File: config.mk
export PLATFORM = sky130hd
export DESIGN_NAME = multi_voice_sine_envelope_synth
export DESIGN_NICKNAME = d
export VERILOG_FILES = /design/src/rtl/core/mvses_pkg.sv /design/src/rtl/core/multi_voice_sine_envelope_synth.sv
export SDC_FILE = /design/constraint.sdc
export NUM_CORES = 2
export LEC_CHECK = 0
export BUFFER_PORTS_ARGS = -buffer_cell sky130_fd_sc_hd__buf_4
export CELL_PAD_IN_SITES_DETAIL_PLACEMENT = 1
export CELL_PAD_IN_SITES_GLOBAL_PLACEMENT = 1
export CORE_MARGIN = 3
export CORE_UTILIZATION = 32
export CTS_BUF_LIST = sky130_fd_sc_hd__clkbuf_4 sky130_fd_sc_hd__clkbuf_8
export CTS_CLUSTER_SIZE = 16
export DETAILED_ROUTE_END_ITERATION = 10
export PLACE_DENSITY = 0.65
export REMOVE_ABC_BUFFERS = 1
export SYNTH_ARGS = -nofsm -noshare
export SYNTH_HDL_FRONTEND = slang
export SYNTH_SLANG_ARGS = --single-unit
File: constraint.sdc
create_clock -name clk -period 11.5 [get_ports clk]
set_clock_uncertainty 0.2 [all_clocks]
set_input_delay 2.3 -clock clk [delete_from_list [all_inputs] [get_ports clk]]
set_output_delay 2.3 -clock clk [all_outputs]
set_load 0.01 [all_outputs]
File: src/rtl/core/mvses_pkg.sv
// ----------------------------------------------------------------------------
// mvses_pkg
// Shared types and constants for the sine voice bank.
// ----------------------------------------------------------------------------
`default_nettype none

package mvses_pkg;

    localparam logic [1:0] OP_TICK = 2'd0;
    localparam logic [1:0] OP_NOTE_ON = 2'd1;
    localparam logic [1:0] OP_NOTE_OFF = 2'd2;

    localparam logic [1:0] MODE_FULL = 2'd0;
    localparam logic [1:0] MODE_ATTACK = 2'd1;
    localparam logic [1:0] MODE_DECAY = 2'd2;
    localparam logic [1:0] MODE_WAIT = 2'd3;

    localparam logic [1:0] REG_ATTACK_STEP = 2'd0;
    localparam logic [1:0] REG_DECAY_STEP = 2'd1;
    localparam logic [1:0] REG_OUTPUT_GAIN = 2'd2;

    localparam logic [23:0] LEVEL_ONE = 24'd4194304;
    localparam logic [31:0] RESET_INCREMENT = 32'd42852281;

    // Top-octave increments, MIDI keys 120..131.
    function automatic logic [31:0] top_octave_inc(input logic [3:0] note);
        logic [31:0] r;
        begin
            case (note)
                4'd0: r = 32'd815363808;
                4'd1: r = 32'd863847848;
                4'd2: r = 32'd915214973;
                4'd3: r = 32'd969636395;
                4'd4: r = 32'd1027293849;
                4'd5: r = 32'd1088379776;
                4'd6: r = 32'd1153098409;
                4'd7: r = 32'd1221664982;
                4'd8: r = 32'd1294309338;
                4'd9: r = 32'd1371273010;
                4'd10: r = 32'd1452813111;
                4'd11: r = 32'd1539202338;
                default: r = 32'd0;
            endcase
            return r;
        end
    endfunction

    // Increment for a key: table by note, shifted by octave.
    // Octave is key*43 >> 9, exact for keys 0..127.
    function automatic logic [31:0] key_increment(input logic [6:0] key);
        logic [12:0] k43;
        logic [3:0] oct;
        logic [3:0] note;
        logic [3:0] sh;
        begin
            k43 = 13'(key) * 13'd43;
            oct = 4'(k43 >> 9);
            note = 4'(key - 7'(oct) * 7'd12);
            sh = 4'd10 - oct;
            return top_octave_inc(note) >> sh;
        end
    endfunction

endpackage

`default_nettype wire

File: src/rtl/core/multi_voice_sine_envelope_synth.sv
// ----------------------------------------------------------------------------
// multi_voice_sine_envelope_synth
// Bank of sine voices with linear attack/decay envelopes and a saturated mix.
// ----------------------------------------------------------------------------
// Note-on/off transactions: rate multiply and scale in S_RATE, write in S_NOTE.
// Tick: each voice steps through S_LOAD, S_T2, S_H1, S_H2, S_H3, S_M, S_G,
// S_L and S_ACC, then S_DONE registers the mix; one shared 32x32 multiplier.
// Throughput is set by the single multiplier doing 7 products per voice; a
// finished mix waits in S_DONE while the previous sample is still unaccepted.
// Reset: async active low; all voices full level at 440 Hz, phase zero.
`default_nettype none

module multi_voice_sine_envelope_synth #(
    parameter int VOICES = 8,
    parameter int SINE_TABLE_BITS = 10
) (
    input  wire logic        clk,
    input  wire logic        rst_n,
    input  wire logic        in_valid,
    output logic             in_ready,
    input  wire logic [1:0]  op,
    input  wire logic [3:0]  channel,
    input  wire logic [6:0]  key,
    input  wire logic [6:0]  velocity,
    output logic             out_valid,
    input  wire logic        out_ready,
    output logic signed [15:0] mixed_sample,
    input  wire logic        cfg_valid,
    output logic             cfg_ready,
    input  wire logic [1:0]  cfg_index,
    input  wire logic [22:0] cfg_data
);
    import mvses_pkg::*;

    localparam int VW = (VOICES > 1) ? $clog2(VOICES) : 1;
    localparam int PW = SINE_TABLE_BITS - 2;

    typedef enum logic [3:0] {
        S_IDLE, S_RATE, S_NOTE, S_LOAD, S_T2, S_H1, S_H2, S_H3, S_M,
        S_G, S_L, S_ACC, S_DONE
    } state_t;

    state_t state_reg;

    logic [22:0] attack_step_reg, decay_step_reg;
    logic [15:0] output_gain_reg;

    logic [31:0] phase_mem [VOICES];
    logic [31:0] inc_mem [VOICES];
    logic [23:0] level_mem [VOICES];
    logic [1:0]  mode_mem [VOICES];
    logic        fin_mem [VOICES];
    logic [23:0] rate_mem [VOICES];

    logic [1:0]  op_reg;
    logic [3:0]  ch_reg;
    logic [6:0]  key_reg;
    logic [6:0]  vel_reg;
    logic [VW-1:0] v_reg;

    // Working registers of the shared datapath.
    logic [15:0] t_reg, t2_reg, r_reg;
    logic [1:0]  quad_reg;
    logic [1:0]  mode_reg;
    logic [63:0] acc_reg;
    logic signed [20:0] sum_reg;
    logic [31:0] ma, mb;
    logic [63:0] prod;

    assign prod = ma * mb;
    assign in_ready = (state_reg == S_IDLE);
    assign cfg_ready = (state_reg == S_IDLE);

    logic [31:0] ph;
    logic [PW-1:0] pos;
    logic [15:0] tq;
    assign ph = phase_mem[v_reg];
    assign pos = ph[31-2 -: PW];
    assign tq = 16'({pos, {(17-SINE_TABLE_BITS){1'b0}}});

    // Multiplier operand select per step.
    always_comb
    begin
        ma = 32'd0;
        mb = 32'd0;
        unique case (state_reg)
            S_RATE: begin ma = 32'(attack_step_reg); mb = 32'(vel_reg); end
            S_T2:   begin ma = 32'(t_reg); mb = 32'(t_reg); end
            S_H1:   begin ma = 32'd153; mb = 32'(t2_reg); end
            S_H2, S_H3: begin ma = 32'(r_reg); mb = 32'(t2_reg); end
            S_M:    begin ma = 32'(r_reg); mb = 32'(t_reg); end
            S_G:    begin ma = acc_reg[31:0]; mb = 32'(output_gain_reg); end
            S_L:    begin
                ma = acc_reg[31:0];
                mb = (mode_reg == MODE_FULL) ? 32'(LEVEL_ONE) : 32'(level_mem[v_reg]);
            end
            default: ;
        endcase
    end

    logic [63:0] hsh;
    logic [24:0] nl;
    logic [22:0] dstep;
    logic [20:0] cval;
    assign hsh = prod >> 15;
    // One bit of headroom: level plus a large attack rate can pass 2^24.
    assign nl = 25'(level_mem[v_reg]) + 25'(rate_mem[v_reg]);
    assign dstep = (decay_step_reg == 23'd0) ? 23'd1 : decay_step_reg;
    assign cval = 21'((acc_reg + 64'h20_0000_0000) >> 38);

    always_ff @(posedge clk or negedge rst_n)
    begin
        if (!rst_n)
        begin
            state_reg <= S_IDLE;
            out_valid <= 1'b0;
            mixed_sample <= '0;
            op_reg <= '0;
            ch_reg <= '0;
            key_reg <= '0;
            vel_reg <= '0;
            v_reg <= '0;
            t_reg <= '0;
            t2_reg <= '0;
            r_reg <= '0;
            quad_reg <= '0;
            mode_reg <= '0;
            acc_reg <= '0;
            sum_reg <= '0;
            attack_step_reg <= 23'd317;
            decay_step_reg <= 23'd190;
            output_gain_reg <= 16'd3277;
            for (int i = 0; i < VOICES; i++)
            begin
                phase_mem[i] <= 32'd0;
                inc_mem[i] <= RESET_INCREMENT;
                level_mem[i] <= LEVEL_ONE;
                mode_mem[i] <= MODE_FULL;
                fin_mem[i] <= 1'b1;
                rate_mem[i] <= 24'd0;
            end
        end
        else
        begin
            // S_DONE drives out_valid itself when a new sample replaces the old.
            if (out_valid && out_ready && state_reg != S_DONE)
                out_valid <= 1'b0;
            if (cfg_valid && cfg_ready)
            begin
                unique case (cfg_index)
                    REG_ATTACK_STEP: attack_step_reg <= cfg_data;
                    REG_DECAY_STEP:  decay_step_reg <= cfg_data;
                    REG_OUTPUT_GAIN: output_gain_reg <= cfg_data[15:0];
                    default: ;
                endcase
            end
            unique case (state_reg)
                S_IDLE:
                    if (in_valid && in_ready)
                    begin
                        op_reg <= op;
                        ch_reg <= channel;
                        key_reg <= key;
                        vel_reg <= velocity;
                        v_reg <= '0;
                        sum_reg <= '0;
                        if (op == OP_TICK)
                            state_reg <= S_LOAD;
                        else if ((op == OP_NOTE_ON || op == OP_NOTE_OFF)
                                 && 32'(channel) < VOICES)
                            state_reg <= S_RATE;
                    end
                S_RATE:
                begin
                    acc_reg <= prod >> 6;
                    state_reg <= S_NOTE;
                end
                S_NOTE:
                begin
                    inc_mem[ch_reg[VW-1:0]] <= key_increment(key_reg);
                    if (op_reg == OP_NOTE_ON)
                    begin
                        rate_mem[ch_reg[VW-1:0]] <= (acc_reg == 64'd0) ? 24'd1
                                                                        : acc_reg[23:0];
                        mode_mem[ch_reg[VW-1:0]] <= MODE_ATTACK;
                        if (fin_mem[ch_reg[VW-1:0]])
                            level_mem[ch_reg[VW-1:0]] <= 24'd0;
                    end
                    else
                    begin
                        mode_mem[ch_reg[VW-1:0]] <= MODE_DECAY;
                        if (fin_mem[ch_reg[VW-1:0]])
                            level_mem[ch_reg[VW-1:0]] <= LEVEL_ONE;
                    end
                    fin_mem[ch_reg[VW-1:0]] <= 1'b0;
                    state_reg <= S_IDLE;
                end
                S_LOAD:
                begin
                    quad_reg <= ph[31:30];
                    mode_reg <= mode_mem[v_reg];
                    t_reg <= ph[30] ? (16'd32768 - tq) : tq;
                    state_reg <= S_T2;
                end
                S_T2:   begin t2_reg <= hsh[15:0]; state_reg <= S_H1; end
                S_H1:   begin r_reg <= 16'(17'd2611 - hsh[16:0]); state_reg <= S_H2; end
                S_H2:   begin r_reg <= 16'(17'd21167 - hsh[16:0]); state_reg <= S_H3; end
                S_H3:   begin r_reg <= 16'(17'd51472 - hsh[16:0]); state_reg <= S_M; end
                S_M:    begin acc_reg <= hsh; state_reg <= S_G; end
                S_G:    begin acc_reg <= prod; state_reg <= S_L; end
                S_L:    begin acc_reg <= prod; state_reg <= S_ACC; end
                S_ACC:
                begin
                    if (mode_reg != MODE_WAIT)
                        sum_reg <= quad_reg[1] ? sum_reg - $signed(cval)
                                               : sum_reg + $signed(cval);
                    phase_mem[v_reg] <= ph + inc_mem[v_reg];
                    if (mode_reg == MODE_ATTACK)
                    begin
                        if (nl > 25'(LEVEL_ONE))
                        begin
                            mode_mem[v_reg] <= MODE_FULL;
                            level_mem[v_reg] <= LEVEL_ONE;
                            fin_mem[v_reg] <= 1'b1;
                        end
                        else
                            level_mem[v_reg] <= nl[23:0];
                    end
                    else if (mode_reg == MODE_DECAY)
                    begin
                        if (24'(dstep) > level_mem[v_reg])
                        begin
                            mode_mem[v_reg] <= MODE_WAIT;
                            level_mem[v_reg] <= 24'd0;
                            fin_mem[v_reg] <= 1'b1;
                        end
                        else
                            level_mem[v_reg] <= level_mem[v_reg] - 24'(dstep);
                    end
                    if (32'(v_reg) == VOICES - 1)
                        state_reg <= S_DONE;
                    else
                    begin
                        v_reg <= v_reg + VW'(1);
                        state_reg <= S_LOAD;
                    end
                end
                S_DONE:
                begin
                    // Hold the new mix until the output register is free.
                    if (!out_valid || out_ready)
                    begin
                        if (sum_reg > 21'sd32767)
                            mixed_sample <= 16'sd32767;
                        else if (sum_reg < -21'sd32768)
                            mixed_sample <= -16'sd32768;
                        else
                            mixed_sample <= sum_reg[15:0];
                        out_valid <= 1'b1;
                        state_reg <= S_IDLE;
                    end
                end
                default: state_reg <= S_IDLE;
            endcase
        end
    end

    // Not ready while a voice sweep or note update is in flight.
    a_busy: assert property (@(posedge clk) disable iff (!rst_n)
        (state_reg != S_IDLE) |-> !in_ready) else $error("ready while busy");
    // A result only appears after the sweep's last step.
    a_out: assert property (@(posedge clk) disable iff (!rst_n)
        $rose(out_valid) |-> $past(state_reg) == S_DONE) else $error("stray result");
    // Voice index stays within the bank.
    a_vidx: assert property (@(posedge clk) disable iff (!rst_n)
        32'(v_reg) < VOICES || state_reg == S_IDLE) else $error("voice index");

endmodule

`default_nettype wire
; ---- Yosys cells after proc, flatten, opt, wreduce, memory -nomap -nowiden
; Memories as Yosys holds them, arrays and structs flattened.
; Index checks and enable logic that the tools add are counted.
[word_totals]
reg_bits = 1162
rom_bits = 496
input_bits = 50
output_inout_bits = 19
wordCells = 268
mem_count = 1
[mem_list]
columns = memory, words, width, read_ports, rd_ports_with_merged_regs, wr, line
row1 = (no name shown), 16, 31, 1, 0, 0, mvses_pkg.sv:29  ; case (note)
[op_classes]
n_addsub = 13
multipliers = 3
order_cmp = 9
eq_ne = 31
n_shift = 1
n_mux = 85
bitwise_logic = 24
n_reduce_logical = 35
[op_table]
columns = op, count
row1 = two-way mux 192 bit, 7
row2 = bitwise mux 192 bit, 3
row3 = bitwise mux 256 bit, 2
row4 = bitwise AND 192 bit, 2
row5 = NOT 192 bit, 2
row6 = case mux 192 bit (2 select lines), 1
row7 = bitwise AND 184 bit, 2
row8 = NOT 184 bit, 2
row9 = two-way mux 32 bit, 7
row10 = binary-select mux 32 bit (select 3 bit), 2
row11 = demux 32 bit (select 3 bit), 2
row12 = two-way mux 24 bit, 8
row13 = case mux 64 bit (3 select lines), 1
row14 = case mux 32 bit (5 select lines), 1
row15 = binary-select mux 24 bit (select 3 bit), 2
row16 = demux 24 bit (select 3 bit), 2
row17 = two-way mux 16 bit, 8
row18 = case mux 24 bit (5 select lines), 1
row19 = zero test 64 bit, 1
row20 = two-way mux 21 bit, 3
row21 = adder 59 x 38 -> 59 bit (second input constant), 1
row22 = multiplier 32 x 24 -> 56 bit, 1
row23 = case mux 16 bit (3 select lines), 1
row24 = case mux 4 bit (12 select lines), 1
row25 = other kinds (68), 138

; ---- Depth between registers and ports, before layout
[depth]
depth_word = 11
mapped_depth = 41

; ---- Least setup slack after synthesis
; No wires, ideal clock.
[synth_timing]
path_kind = flip-flop to flip-flop
startpoint = register v_reg[1]
endpoint = register r_reg[14]
setup_time_ns = 0.082
t_arrival_ns = 9.467
setup_slack_ns = 1.751
stages_incl_launch_ff = 39
path_buffers = 6
path_cell_list = dfrtp_1 and2_1 clkbuf_1 nor2b_1 clkbuf_1 clkbuf_1 buf_1 a22oi_1 nand3_1 nand2_1 nand2_1 clkbuf_1 clkbuf_1 nand2_1 fa_1 fa_1 fa_1 inv_1 [... 3 more ...] inv_1 fa_1 inv_1 ha_1 a21o_1 a211o_1 o31ai_2 o21ai_1 xor2_1 inv_2 ha_1 a31oi_1 o21ai_0 a21oi_1 nor2_1 xnor2_1 o221a_2 a31oi_1
[synth_via]
elab_chain_len = 9
word_cells_on_any_way = 11
classes_between = add/sub: 3 / mul: 1 / mux: 6 / bitwise: 1
[synth_rtl]
columns = item, line
row1 = "start, declared", multi_voice_sine_envelope_synth.sv:59  ; logic [VW-1:0] v_reg;
row2 = "start signal, assigned", multi_voice_sine_envelope_synth.sv:244  ; v_reg <= v_reg + VW'(1);
row3 = NOT 3 -> 4 bit (implied by the code) (*), multi_voice_sine_envelope_synth.sv:95  ; mb = (mode_reg == MODE_FULL) ? 32'(LEVEL_ONE) : 32'(level_mem[v_reg]);
row4 = binary-select mux 24 bit (select 3 bit) (*), multi_voice_sine_envelope_synth.sv:95
row5 = two-way mux 24 bit (implied by the code) (*) (2 in a row), multi_voice_sine_envelope_synth.sv:95
row6 = two-way mux 24 bit (*), multi_voice_sine_envelope_synth.sv:95
row7 = case mux 24 bit (5 select lines) (*), multi_voice_sine_envelope_synth.sv:86  ; unique case (state_reg)
row8 = multiplier 32 x 24 -> 56 bit (*), multi_voice_sine_envelope_synth.sv:70  ; assign prod = ma * mb;
row9 = via prod[20], multi_voice_sine_envelope_synth.sv:68  ; logic [63:0] prod;
row10 = "subtractor 16 bit, or another cell as far along", multi_voice_sine_envelope_synth.sv:208  ; S_H3: begin r_reg <= 16'(17'd51472 - hsh[16:0]); state_reg <= S_M; end
row11 = case mux 16 bit (3 select lines) (*), multi_voice_sine_envelope_synth.sv:157  ; unique case (state_reg)
row12 = "end signal, assigned", multi_voice_sine_envelope_synth.sv:206  ; S_H1: begin r_reg <= 16'(17'd2611 - hsh[16:0]); state_reg <= S_H2; end
row13 = "end signal, assigned", multi_voice_sine_envelope_synth.sv:207  ; S_H2: begin r_reg <= 16'(17'd21167 - hsh[16:0]); state_reg <= S_H3; end
row14 = "end signal, assigned", multi_voice_sine_envelope_synth.sv:208
row15 = "end, declared", multi_voice_sine_envelope_synth.sv:62  ; logic [15:0] t_reg, t2_reg, r_reg;
; The timed path passes the listed nets; every way through them passes the cells marked *. The select of a mux whose other input is x is not followed.
; A chain may end at the register's enable or synchronous reset.

; ---- Worst setup path after layout
[layout_timing]
startpoint = register v_reg[1]
endpoint = register acc_reg[48]
[layout_via]
elab_chain_len = 8
[layout_rtl]
columns = item, line
row1 = NOT 3 -> 4 bit (implied by the code), multi_voice_sine_envelope_synth.sv:95
row2 = binary-select mux 24 bit (select 3 bit), multi_voice_sine_envelope_synth.sv:95
row3 = two-way mux 24 bit (implied by the code) (2 in a row), multi_voice_sine_envelope_synth.sv:95
row4 = two-way mux 24 bit, multi_voice_sine_envelope_synth.sv:95
row5 = case mux 24 bit (5 select lines), multi_voice_sine_envelope_synth.sv:86
row6 = multiplier 32 x 24 -> 56 bit, multi_voice_sine_envelope_synth.sv:70
row7 = case mux 64 bit (3 select lines), multi_voice_sine_envelope_synth.sv:157
row8 = "end signal, assigned", multi_voice_sine_envelope_synth.sv:175  ; acc_reg <= prod >> 6;
row9 = "end, declared", multi_voice_sine_envelope_synth.sv:65  ; logic [63:0] acc_reg;
; No other way between the ends. The select of a mux whose other input is x is not followed.

==> results.toml <==
[hold_path]
min_from = "mixed_sample[11]$_DFFE_PN0P_"
min_to = "mixed_sample[11]$_DFFE_PN0P_"
hold_path.class = "reg2reg"
holdPathStages = 2

[logic_synthesis]
yosysSeqAreaShare_pct = 33.57
synthTopCellsByArea = "dfrtp_1 (28%), fa_1 (16%), nand2_1 (6.6%), dfstp_2 (5.3%), ha_1 (4.8%)"
netlist_instances = 9374
avgSynthCellArea_um2 = 9.118
ys_ff_latch = 1138
yosysWarnings = 0
ys_async_sr_fraction_pct = 100.0
synth_area_leader_cell = "dfrtp_1"
synth_top_area_share_pct = 28.31
synth_edf_count = 0
ys_types = 102
synth-main-ff-cell = "dfrtp_1"
netlist_area_um2 = 85470

[route]
wl_um = 359300
firstDrtPassIters = 6
ant_nets = 0
drc = 0
viasPerCell = 5.741
drt-wirelength-per-cell_um = 27.58
vias = 74802
drtIter0Drc = 6207

[die]
num_rows = 189
initial_utilization_pct = 32.19
dieWidth_um = 522.8
core_area_um2 = 265600
die_area_um2 = 273300
io_pins = 69
die_y_um = 522.8

[timing]
timing.final.crit_share_pct = 96.13
fin_tns_setup_ns = 0
slew_headroom_pct = 8.260
worst_slack_ns = 0.4455
setup_viol = 0
rsz0062_at_grt = "no"
finalHoldViolations = 0
fmax_ghz = 0.09046
maxSlewViolCount = 0
hold_slack_ns = 0.2755
tightest_slew_ns = 1.366
fin_crit_ns = 11.05

[final_layout]
fin_nets = 10371
drive_gt1_share_pct = 14.40
area_growth_pct = 11.47
final_area_um2 = 95280
top_register = "phase_mem"
reg.largest.list = "phase_mem: 256 flops, inc_mem: 248 flops, rate_mem: 192 flops"
largest_reg_flops = 256

[critical_path]
critPathKind = "reg2reg"
cp_max_fo = 26
rrSetupSlack_ns = 0.45
r2r-start = "v_reg[1]$_DFFE_PN0P_"
endpoint_kind = "register"
crit_top_cell = "fa_1"
r2r-end = "acc_reg[48]$_DFFE_PN0P_"
slowest_stage = "dfrtp_1"
cp-start-kind = "register"
cp.arrival_ns = 11.67
r2r_cells = 34
max_stage_delay_ns = 0.73
required_ns = 12.12

[clock_tree]
hold_buffers = 0
cts_tree = "done"
worstSkewPairLatency_ns = 0.95
clock_sink_count = 1138
postCtsSetupRepairBufs = 0
clockBufferDepth = 3
clkTransAtPathRegs_ns = 0.07
cts_resized = 0
h-tree-depth = 4
root_buffer = "clkbuf_8"
numCtsBuffers = 205

[place]
dp_slack_ns = 0.5501
dpl_cell_area_um2 = 90700
dp_hpwl_um = 262500
gp_congestion = 0.9834
port_buffers = 68

[grt]
grt-ovfl-total = 0
grt_pass1_wl_um = 533100
antenna_found_initial = 30
grt_max_degree = 171
grt_pass1_vias = 79375
grt_usage_pct = 25.89

[flow_run]
max_cap_viol_count = 0

[status]
status = "completed"
==> routing by layer <==
metal | up-vias | routed length [µm] | GRT usage, %
met4 | 24 | 17780 | 11.21
met3 | 864 | 24300 | 4.723
met2 | 2893 | 163500 | 41.43
met5 | - | 172 | 0
met1 | 39002 | 153500 | 34.30
li1 | 32019 | - | -
==> synthesized netlist by cell type, drive strengths merged, types with 54 or more instances <==
master / n
nand2: 1498
dfrtp: 967
inv: 891
o21ai: 842
fa: 668
clkbuf: 565
nor2: 540
a22oi: 456
a21oi: 349
ha: 331
mux2: 320
dfstp: 171
a22o: 134
xnor2: 117
nand3: 114
nand4: 107
a21o: 94
nor3: 88
and3: 81
xor2: 79
o22ai: 75
buf: 66
and2: 63
a221oi: 54
==> through the flow <==
step / util, % / instances
detailed placement: 34.15 / 12648
global route: 35.87 / 13025
global placement: 34.15 / 12648
finish: 35.88 / 13029
floorplan: - / 8743
CTS: 35.87 / 13022
==> how the worst max path moves through the flow <==
stage / start / end / slack (ns) / cells after the start
finish: v_reg[1]$_DFFE_PN0P_ / acc_reg[48]$_DFFE_PN0P_ / 0.45 / 34
floorplan: v_reg[2]$_DFFE_PN0P_ / r_reg[15]$_DFFE_PN0N_ / -5.59 / 30
global placement: v_reg[2]$_DFFE_PN0P_ / acc_reg[32]$_DFFE_PN0P_ / 0.81 / 32
CTS: v_reg[2]$_DFFE_PN0P_ / r_reg[15]$_DFFE_PN0N_ / 0.52 / 34
detailed placement: v_reg[2]$_DFFE_PN0P_ / r_reg[15]$_DFFE_PN0N_ / 0.55 / 34
global route: v_reg[1]$_DFFE_PN0P_ / r_reg[15]$_DFFE_PN0N_ / 0.05 / 33
==> layout by cell type (no fill, tap or decap), types with 171 or more instances in the layout <==
cell	synthesis	layout
a22oi_1	456	456
a21oi_1	344	340
o21ai_0	817	815
nor2_1	540	529
dfstp_2	171	171
dfrtp_1	967	967
inv_1	889	889
fa_1	668	668
buf_4	2	358
mux2_2	320	320
nand2_1	1498	1483
clkbuf_8	0	267
ha_1	331	331
==> kinds of logic (layout without fill, tap and decap cells) <==
group	count (synthesis)	count (layout)	share of synthesized area (%)
flops	1138	1138	33.57
compound gates	2461	2461	18.83
buf+inv	1526	1641	6.745
xor+xnor	196	196	2.008
fa+ha+maj	999	999	20.49
other cells	0	7	0
mux	370	370	4.831
simple gates	2684	2684	13.53
==> final cells by class <==
type	count	area (µm²)
antenna	7	17.52
clock buffer	345	4260
clock inverter	29	289.0
fill	30568	170300
inverter	895	3359
multi-input combinational	6710	51270
sequential	1138	28690
tap	3533	4420
timing repair buffer	372	2963
==> worst max-delay path: cells and delay by family (launching register included) <==
kind | cells | cell delay (ns)
AOI/OAI and AO/OA | 11 | 2.69
xor gates and xnor gates | 1 | 0.49
adders and majority gates | 8 | 3.95
buffers and inverters | 9 | 1.68
DFF | 1 | 0.73
and+or+nand+nor | 5 | 1.17
Power is left out: the tool's default activity adds up to more than one toggle a clock period on the data nets, which glitch-free logic cannot reach.
